--- src/sv/lfu_pkg.sv ---
// Shared types, constants and controller states of the LFU cache table.
package lfu_pkg;

  localparam int unsigned MaxEntriesDefault = 64;
  localparam int unsigned CountWidthDefault = 16;

  localparam int unsigned CapWidth = 7;
  localparam logic [CapWidth-1:0] CapResetValue = 7'd64;

  localparam logic signed [31:0] NotFoundValue = -32'sd1;
  localparam logic signed [31:0] NoEvictedKey = 32'sd0;

  typedef enum logic [0:0] {
    OpGet = 1'b0,
    OpPut = 1'b1
  } op_e;

  typedef struct packed {
    op_e                operation;
    logic signed [31:0] key;
    logic signed [31:0] value;
  } in_item_t;

  typedef struct packed {
    logic               found;
    logic signed [31:0] read_value;
    logic               evicted;
    logic signed [31:0] evicted_key;
  } out_item_t;

  // Commands from the controller to the datapath.
  typedef struct packed {
    logic clr_wr;
    logic op_load;
    logic rd_issue;
    logic phase_sweep;
    logic out_load;
  } cmd_t;

  // Status from the datapath to the controller.
  typedef struct packed {
    logic addr_last;
    logic need_sweep;
    logic out_busy;
  } status_t;

  typedef enum logic [7:0] {
    StClear      = 8'b0000_0001,
    StIdle       = 8'b0000_0010,
    StScan       = 8'b0000_0100,
    StScanDrain  = 8'b0000_1000,
    StDecide     = 8'b0001_0000,
    StSweep      = 8'b0010_0000,
    StSweepDrain = 8'b0100_0000,
    StDone       = 8'b1000_0000
  } state_e;

endpackage

--- src/sv/lfu_ctrl.sv ---
// Controller state machine that sequences the clear, scan and sweep passes.
module lfu_ctrl (
  input  logic             clk_i,
  input  logic             rst_ni,
  input  logic             in_valid_i,
  output logic             in_stall_o,
  input  lfu_pkg::status_t status_i,
  output lfu_pkg::cmd_t    cmd_o
);

  lfu_pkg::state_e state_q, state_d;

  always_ff @(posedge clk_i or negedge rst_ni) begin
    if (!rst_ni) begin
      state_q <= lfu_pkg::StClear;
    end else begin
      state_q <= state_d;
    end
  end

  always_comb begin
    state_d = state_q;
    cmd_o   = '0;
    unique case (state_q)
      lfu_pkg::StClear: begin
        cmd_o.clr_wr = 1'b1;
        if (status_i.addr_last) begin
          state_d = lfu_pkg::StIdle;
        end
      end
      lfu_pkg::StIdle: begin
        if (in_valid_i) begin
          cmd_o.op_load = 1'b1;
          state_d       = lfu_pkg::StScan;
        end
      end
      lfu_pkg::StScan: begin
        cmd_o.rd_issue = 1'b1;
        if (status_i.addr_last) begin
          state_d = lfu_pkg::StScanDrain;
        end
      end
      lfu_pkg::StScanDrain: begin
        state_d = lfu_pkg::StDecide;
      end
      lfu_pkg::StDecide: begin
        state_d = status_i.need_sweep ? lfu_pkg::StSweep : lfu_pkg::StDone;
      end
      lfu_pkg::StSweep: begin
        cmd_o.rd_issue    = 1'b1;
        cmd_o.phase_sweep = 1'b1;
        if (status_i.addr_last) begin
          state_d = lfu_pkg::StSweepDrain;
        end
      end
      lfu_pkg::StSweepDrain: begin
        cmd_o.phase_sweep = 1'b1;
        state_d           = lfu_pkg::StDone;
      end
      lfu_pkg::StDone: begin
        if (!status_i.out_busy) begin
          cmd_o.out_load = 1'b1;
          state_d        = lfu_pkg::StIdle;
        end
      end
      default: begin
        state_d = lfu_pkg::StClear;
      end
    endcase
  end

  assign in_stall_o = (state_q != lfu_pkg::StIdle);

endmodule

--- config.mk ---
export PLATFORM = sky130hd
export DESIGN_NAME = lfu_ctrl
export DESIGN_NICKNAME = d
export VERILOG_FILES = /design/src/sv/lfu_pkg.sv /design/src/sv/lfu_ctrl.sv
export SDC_FILE = /design/constraint.sdc
export NUM_CORES = 1
export LEC_CHECK = 0
export ABC_AREA = 1
export BUFFER_PORTS_ARGS = -buffer_cell sky130_fd_sc_hd__buf_2
export CORE_AREA = 2 2 39 41
export DETAILED_ROUTE_END_ITERATION = 12
export DIE_AREA = 0 0 41 43
export GPL_TIMING_DRIVEN = 0
export PLACE_DENSITY_LB_ADDON = 0.05
export SYNTH_ARGS = -nofsm -noshare
export SYNTH_HDL_FRONTEND = slang
export SYNTH_SLANG_ARGS = --single-unit
--- constraint.sdc ---
create_clock -name clk_i -period 2.2 [get_ports clk_i]
set_input_delay 0.22 -clock clk_i [delete_from_list [all_inputs] [get_ports clk_i]]
set_output_delay 0.22 -clock clk_i [all_outputs]
set_load 0.005 [all_outputs]
==> Yosys cells after proc, flatten, opt, wreduce, memory -nomap -nowiden <==
Index checks and enable logic that the tools add are counted.
Widths: inputs -> output; s select.
{ "totals": {"output_inout_bits": 6, "reg_bits": 8} }
{ "classes": {"eq_ne": 14, "n_reduce_logical": 3, "muxes": 14} }
{ "ops": {"columns": ["cell", "count"], "rows": [
  ["$pmux 8 s8", 1],
  ["$mux 8", 6],
  ["$ne 2x2->1 const B", 5],
  ["$eq 8x1->1 const B", 1],
  ["$eq 8x2->1 const B", 1],
  ["$eq 8x3->1 const B", 1],
  ["$eq 8x4->1 const B", 1],
  ["$eq 8x5->1 const B", 1],
  ["$eq 8x6->1 const B", 1],
  ["$eq 8x7->1 const B", 1],
  ["$eq 8x8->1 const B", 1],
  ["$ne 8x2->1 const B", 1],
  ["$mux 1", 7],
  ["$reduce_and 5->1", 1],
  ["$reduce_or 2->1", 2]
]} }

==> Longest topological paths before layout <==
Gate-level depths: netlist of run 1.
{ "logic_depth": {"ltp_word": 3, "ltp_mapped": 10, "mapped_depth_nobuf": 10} }

==> Least setup slack after synthesis of run 1 <==
OpenSTA, ideal clock, no wires.
{ "synth_path": {"kind": "reg2reg", "startpoint": "register state_q[0]", "endpoint": "register state_q[5]", "t_required_ns": 2.087, "n_path_buf": 0, "slack_ns": 0.977, "stages_incl_launch_ff": 10, "arrival_ns": 1.110, "cell_sequence": "dfstp_2 nor2_2 nand2_2 inv_4 nand2_2 nand3_2 nand2_4 nand3_1 nand2_1 inv_1"} }
{ "synth_via": {"elab_chain_cells": 3, "elab_cells_between_ends": 15, "cone_classes": "eq/ne (13); mux (1); reduce/logical (1)"} }
{ "synth_lines": {"columns": ["element", "line_no", "rtl"], "rows": [
  ["start, declared", "lfu_ctrl.sv:11", "lfu_pkg::state_e state_q, state_d;"],
  ["start signal, assigned", "lfu_ctrl.sv:15", "state_q <= lfu_pkg::StClear;"],
  ["start signal, assigned", "lfu_ctrl.sv:17", "state_q <= state_d;"],
  ["$eq 8x1->1 (tied with other cells)", "lfu_ctrl.sv:24", "unique case (state_q)"],
  ["$ne 2x2->1 (no source line)", null, null],
  ["$reduce_and 5->1 (no source line)", null, null]
]} }
Several ways; a longest one is shown, not always the timed one.
A chain may end at the register's enable or synchronous reset.

==> results.ini, run 1 <==
[clocking]
htreeDepth=1
root_buffer=clkbuf_4
holdBufCountCts=1
cts-resized-gates=0
cts_sinks=8
cts_tree=built
clk_pin_slew_ps=60
postCtsSetupBuffers=0
clockBufferDepth=2
clk_latency_ps=260
cts-buffers-inserted=3

[layout]
regArea_um2=201
multi_input_area_um2=279
diodes=0
largest_reg_flops=8
area_growth_pct=20.6
layout.nets=101
largest-register=state_q
layout-drive-gt1-share=0.319
n_fill_cell=149
largestRegisters=state_q x8
fin_cells=110

[run]
drv_cap=0

[die]
num_io_pins=12
initial_core_util=0.390
die_area_um2=1760
die_y_um=43
rows=14
die_x_um=41
coreArea_um2=1380

[route]
ant_nets=0
wl_met3_um=82
dr_wl_met2_um=577
vias=537
vias_per_cell=4.88
dr.pass1.iters=4
routedWlPerCell_um=11.7
drc=0
totalWireLength_um=1280
initialDrtViolationCount=3
drt-met1-wl_um=608
maxUsedRoutingLayer=met4

[worst_setup_path]
crit_top_cell=nand2_2
crit_path_start_kind=flop
worstSetupPathType=reg -> out
worstPathMaxFanout=5
cp.required_ps=1980
crit_slowest_cell=dfstp_2
crit_family=flip-flops
end_kind=output port
cp.arrival_ps=1430
crit_buf_inv=2
slowest_delay_ps=570
cp_cell_sequence=nor2_2 -> nand2_2 -> inv_4 -> nand2_2 -> o21ai_0 -> buf_2

[timing]
fin_crit_ps=1650
tns_ps=0
drv_slew=0
rsz0062_at_grt=false
worst_pin_slew_ps=258
fmax_ghz=0.607
setup_viol_count_final=0
period_share=0.749
skew_ps=9.78
hold_ws_ps=148
hold_viol=0
slew_headroom=0.826

[global_routing]
grt_pass1_vias=514
grt_max_degree=9
grt_usage=0.195
grt_antenna_before_repair=0
grt_pass1_wl_um=2250
grt.overflow.total=0

[placed_design]
portBuffers=11
gp_congestion=0.800
hpwl_um=980
placedCellCount=105

[power]
p_per_area_nw_per_um2=1110
ir_drop_v=0.000516
p_leak_nw=0.390

[logic_synthesis]
synth-seq-cells=8
synth.yosys.seq_area_share=0.374
ys_warn_count=0
avgSynthCellArea_um2=6.91
synth.distinct_cells=18
synth_area_um2=539
syn_inst=78
synthesis.nets=84

[worst_hold_path]
hp-class=in -> reg

[run_status]
outcome=finished clean

## placed cells by master (no fill, tap or decap), drive strengths merged
cell type	synthesis	final
nand4	2	2
clkbuf	0	4
nand3	6	6
nor2	14	14
inv	15	15
nand2	29	29
nor3	1	1
buf	0	11
dfstp	1	1
dfrtp	7	7
o22ai	1	1
o221ai	1	1
o21ai	1	1
dlygate4sd3	0	1
## path summary, 6_finish.rpt
check	startpoint	to	slack (ps)	cells past startpoint
setup / recovery	state_q[0]	cmd_o[1]	550	6
hold / removal	status_i[2]	state_q[2]	150	2
setup reg to reg	state_q[4]	state_q[5]	860	10
hold reg to reg	state_q[0]	state_q[0]	500	2
max in group asynchronous	rst_ni	state_q[0]	1620	2
min in group asynchronous	rst_ni	state_q[1]	330	2
## Yosys cell counts, drive strengths merged
library cell / number / share of area
nand2: 29 / 0.25
inv: 15 / 0.11
nor2: 14 / 0.12
dfrtp: 7 / 0.32
nand3: 6 / 0.074
nand4: 2 / 0.023
dfstp: 1 / 0.049
nor3: 1 / 0.0093
o21ai: 1 / 0.0093
o221ai: 1 / 0.016
o22ai: 1 / 0.012
## stage by stage
stage,util,area (µm²),worst slack [ps],power [mW]
after floorplan,-,539,977,0.501
after global placement,0.444,614,837,0.594
after detailed placement,0.444,614,828,0.599
after CTS,0.470,651,542,0.734
after global routing,0.470,651,470,0.798
final,0.470,651,553,0.725
## routing by layer
metal,vias up,GRT usage
li1,270,-
met1,248,0.246
met2,17,0.275
met3,2,0.0942
met4,0,0.0800
met5,-,0
## power breakdown
part | switching [mW] | internal (mW)
Combinational | 0.242 | 0.136
Clock | 0.0564 | 0.0698
Sequential | 0.0327 | 0.188
## layout make-up
| cell class | instances | area share |
|---|---|---|
| multi-input combinational | 55 | 0.429 |
| sequential | 8 | 0.310 |
| timing repair buffer | 12 | 0.100 |
| inverter | 15 | 0.0904 |
| clock buffer | 4 | 0.0404 |
| tap | 16 | 0.0308 |
## cells by family after synthesis
family | count (synthesis) | synth area share
buffers and inverters | 15 | 0.109
AO/OA/AOI/OAI | 3 | 0.0371
AND/OR/NAND/NOR | 52 | 0.480
flip-flops | 8 | 0.374
(Power assumes the default switching activity.)
==> inputs of run 2 (changes only) <==
- ABC_AREA: 1 -> 0
- clock period: 2.2 -> 1.4 ns (I/O delays scaled with it)
==> results.ini, run 2 <==
[run_status]
outcome=complete, but fails checks
violations=setup timing

[timing]
skew_ps=1.50
hold_viol=0
period_share=1.16
fin_ws_ps=-229
fin_crit_ps=1630
drv_slew=0
rsz0062_at_grt=true
hold_ws_ps=77.6
fmax_ghz=0.614
setup_viol_count_final=11
slew_headroom=0.790
worst_pin_slew_ps=314

[placed_design]
dpl_cell_area_um2=611
hpwl_um=901
gp_congestion=0.683
portBuffers=11

[power]
p_clk_frac=0.148
p_sw_frac=0.399
p_leak_nw=0.363
p_comb_frac=0.595
p_sw_mw=0.503
p_seq_frac=0.258
ir_drop_v=0.000813
internal_power_mw=0.757
p_per_area_nw_per_um2=1540

[die]
rows=14
die_x_um=41
num_io_pins=12
die_y_um=43
die_area_um2=1760
initial_core_util=0.387
coreArea_um2=1380

[layout]
diodes=0
layout-drive-gt1-share=0.523
final_cell_mix=buf_4 (11), buf_2 (11), nor2_1 (6), dfrtp_1 (5)
largestRegisters=state_q x8
n_fill_cell=123
largest-register=state_q
fin_area_um2=820
area_growth_pct=53.0
layout.nets=95
largest_reg_flops=8

[global_routing]
grt_pass1_wl_um=2250
grt_usage=0.188
grt_pass1_vias=505
grt_antenna_before_repair=0
grt.overflow.total=0
grt_max_degree=9

[logic_synthesis]
synth_area_leader_cell=dfrtp_1
synth_edf_count=0
synth_common_cells=nor2_1 (10), dfrtp_1 (7), nand2_1 (4), nand2b_1 (4), nor3_1 (4)
synth_area_um2=536
synth-async-reset-ratio=1.00
syn_inst=61
ys.flop_type=dfrtp_1
synth.yosys.seq_area_share=0.376
netlist_top_cells_area=dfrtp_1 (33%), nor2_1 (7.0%), dfstp_2 (4.9%), nand2b_1 (4.7%), nor4_4 (4.0%)
avgSynthCellArea_um2=8.78
ys_warn_count=0
synthesis.nets=67
synth-seq-cells=8
netlist.area_leader.share=0.327
synth.distinct_cells=27
synth_most_common_cell=nor2_1

[route]
vias_per_cell=5.37
routedWlPerCell_um=14.0
ant_nets=0
dr.pass1.iters=4
drc=0
vias=558
totalWireLength_um=1460
initialDrtViolationCount=11

[worst_setup_path]
worstPathMaxFanout=2
end_kind=output port
critPathCapture=cmd_o[2]
cp.required_ps=1260
crit_path_start_kind=flop
rr_endpoint=state_q[1]
r2r_cells=5
r2r_slack_ps=-210
cp.arrival_ps=1490
worstSetupPathType=reg -> out
r2r_start=state_q[4]
worstSetupStartpoint=state_q[4]

[clocking]
clockBufferDepth=2
root_buffer=clkbuf_4
cts_tree=built
cts_sinks=8
htreeDepth=1
cts-buffers-inserted=3
clk_latency_ps=250
clk_pin_slew_ps=50

[worst_hold_path]
hp-class=in -> reg

[run]
drv_cap=0

-- run 2: worst min path at each step --
| stage | cells past startpoint | to | from | slack (ps) |
|---|---|---|---|---|
| final | 2 | state_q[1] | in_valid_i | 80 |
| after CTS | 2 | state_q[1] | in_valid_i | 70 |
| after detailed placement | 1 | state_q[7] | rst_ni | -10 |
| after floorplan | 0 | state_q[1] | rst_ni | -160 |
| after global routing | 2 | state_q[1] | in_valid_i | 70 |
| after global placement | 1 | state_q[1] | rst_ni | -10 |
-- run 2: power groups by stage --
stage	logic (mW)	registers [mW]	clock network (mW)
final	0.749	0.325	0.186
after global routing	0.812	0.327	0.210
after CTS	0.637	0.317	0.197
after detailed placement	0.476	0.331	0
after global placement	0.480	0.331	0
after floorplan	0.357	0.323	0
-- run 2: cell families after synthesis --
kind of cell / count (synthesis) / share of synthesized area
and+or+nand+nor: 34 / 0.395
AOI/OAI and AO/OA: 12 / 0.157
xor gates and xnor gates: 2 / 0.0327
DFF: 8 / 0.376
buffers and inverters: 5 / 0.0397
-- run 2: worst max-delay path, stage by stage, from the launching register on --
cell	delay [ps]
dfrtp_1	390
or4_4	570
nor4_2	140
buf_2	140
-- run 2: final cells by class --
| class | instances | area (µm²) | share of cell area |
|---|---|---|---|
| Clock buffer | 4 | 26.3 | 0.0321 |
| Multi-Input combinational cell | 48 | 388 | 0.473 |
| Timing Repair Buffer | 24 | 163 | 0.198 |
| Sequential cell | 8 | 204 | 0.249 |
| Buffer | 1 | 7.51 | 0.00916 |
| Inverter | 3 | 11.3 | 0.0137 |
| Tap cell | 16 | 20.0 | 0.0244 |
-- run 2: timing repair --
action / in CTS / in global routing
hold endpoints to repair: 8 / 0
hold buffers: 1 / 0
pin swaps: 8 / 9
buffers inserted: 11 / 4
resized for setup: 11 / 14
endpoints found under the setup margin: 11 / 12
-- run 2: metrics by stage --
stage / setup TNS [ps] / power, mW / utilization / cells / worst slack (ps)
2_1_floorplan: -22.3 / 0.680 / - / 61 / -21.5
3_3_place_gp: -459 / 0.811 / 0.441 / 88 / -136
3_5_place_dp: -488 / 0.806 / 0.441 / 88 / -137
4_1_cts: -1710 / 1.15 / 0.549 / 103 / -253
5_1_grt: -2390 / 1.35 / 0.592 / 104 / -327
6_report: -1610 / 1.26 / 0.592 / 104 / -229
-- run 2: routing by layer --
layer / track usage / up-vias / share of wire
li1: - / 276 / -
met1: 0.229 / 267 / 0.44
met2: 0.309 / 13 / 0.50
met3: 0.0314 / 2 / 0.042
met4: 0.0800 / 0 / 0.012
met5: 0 / - / 0
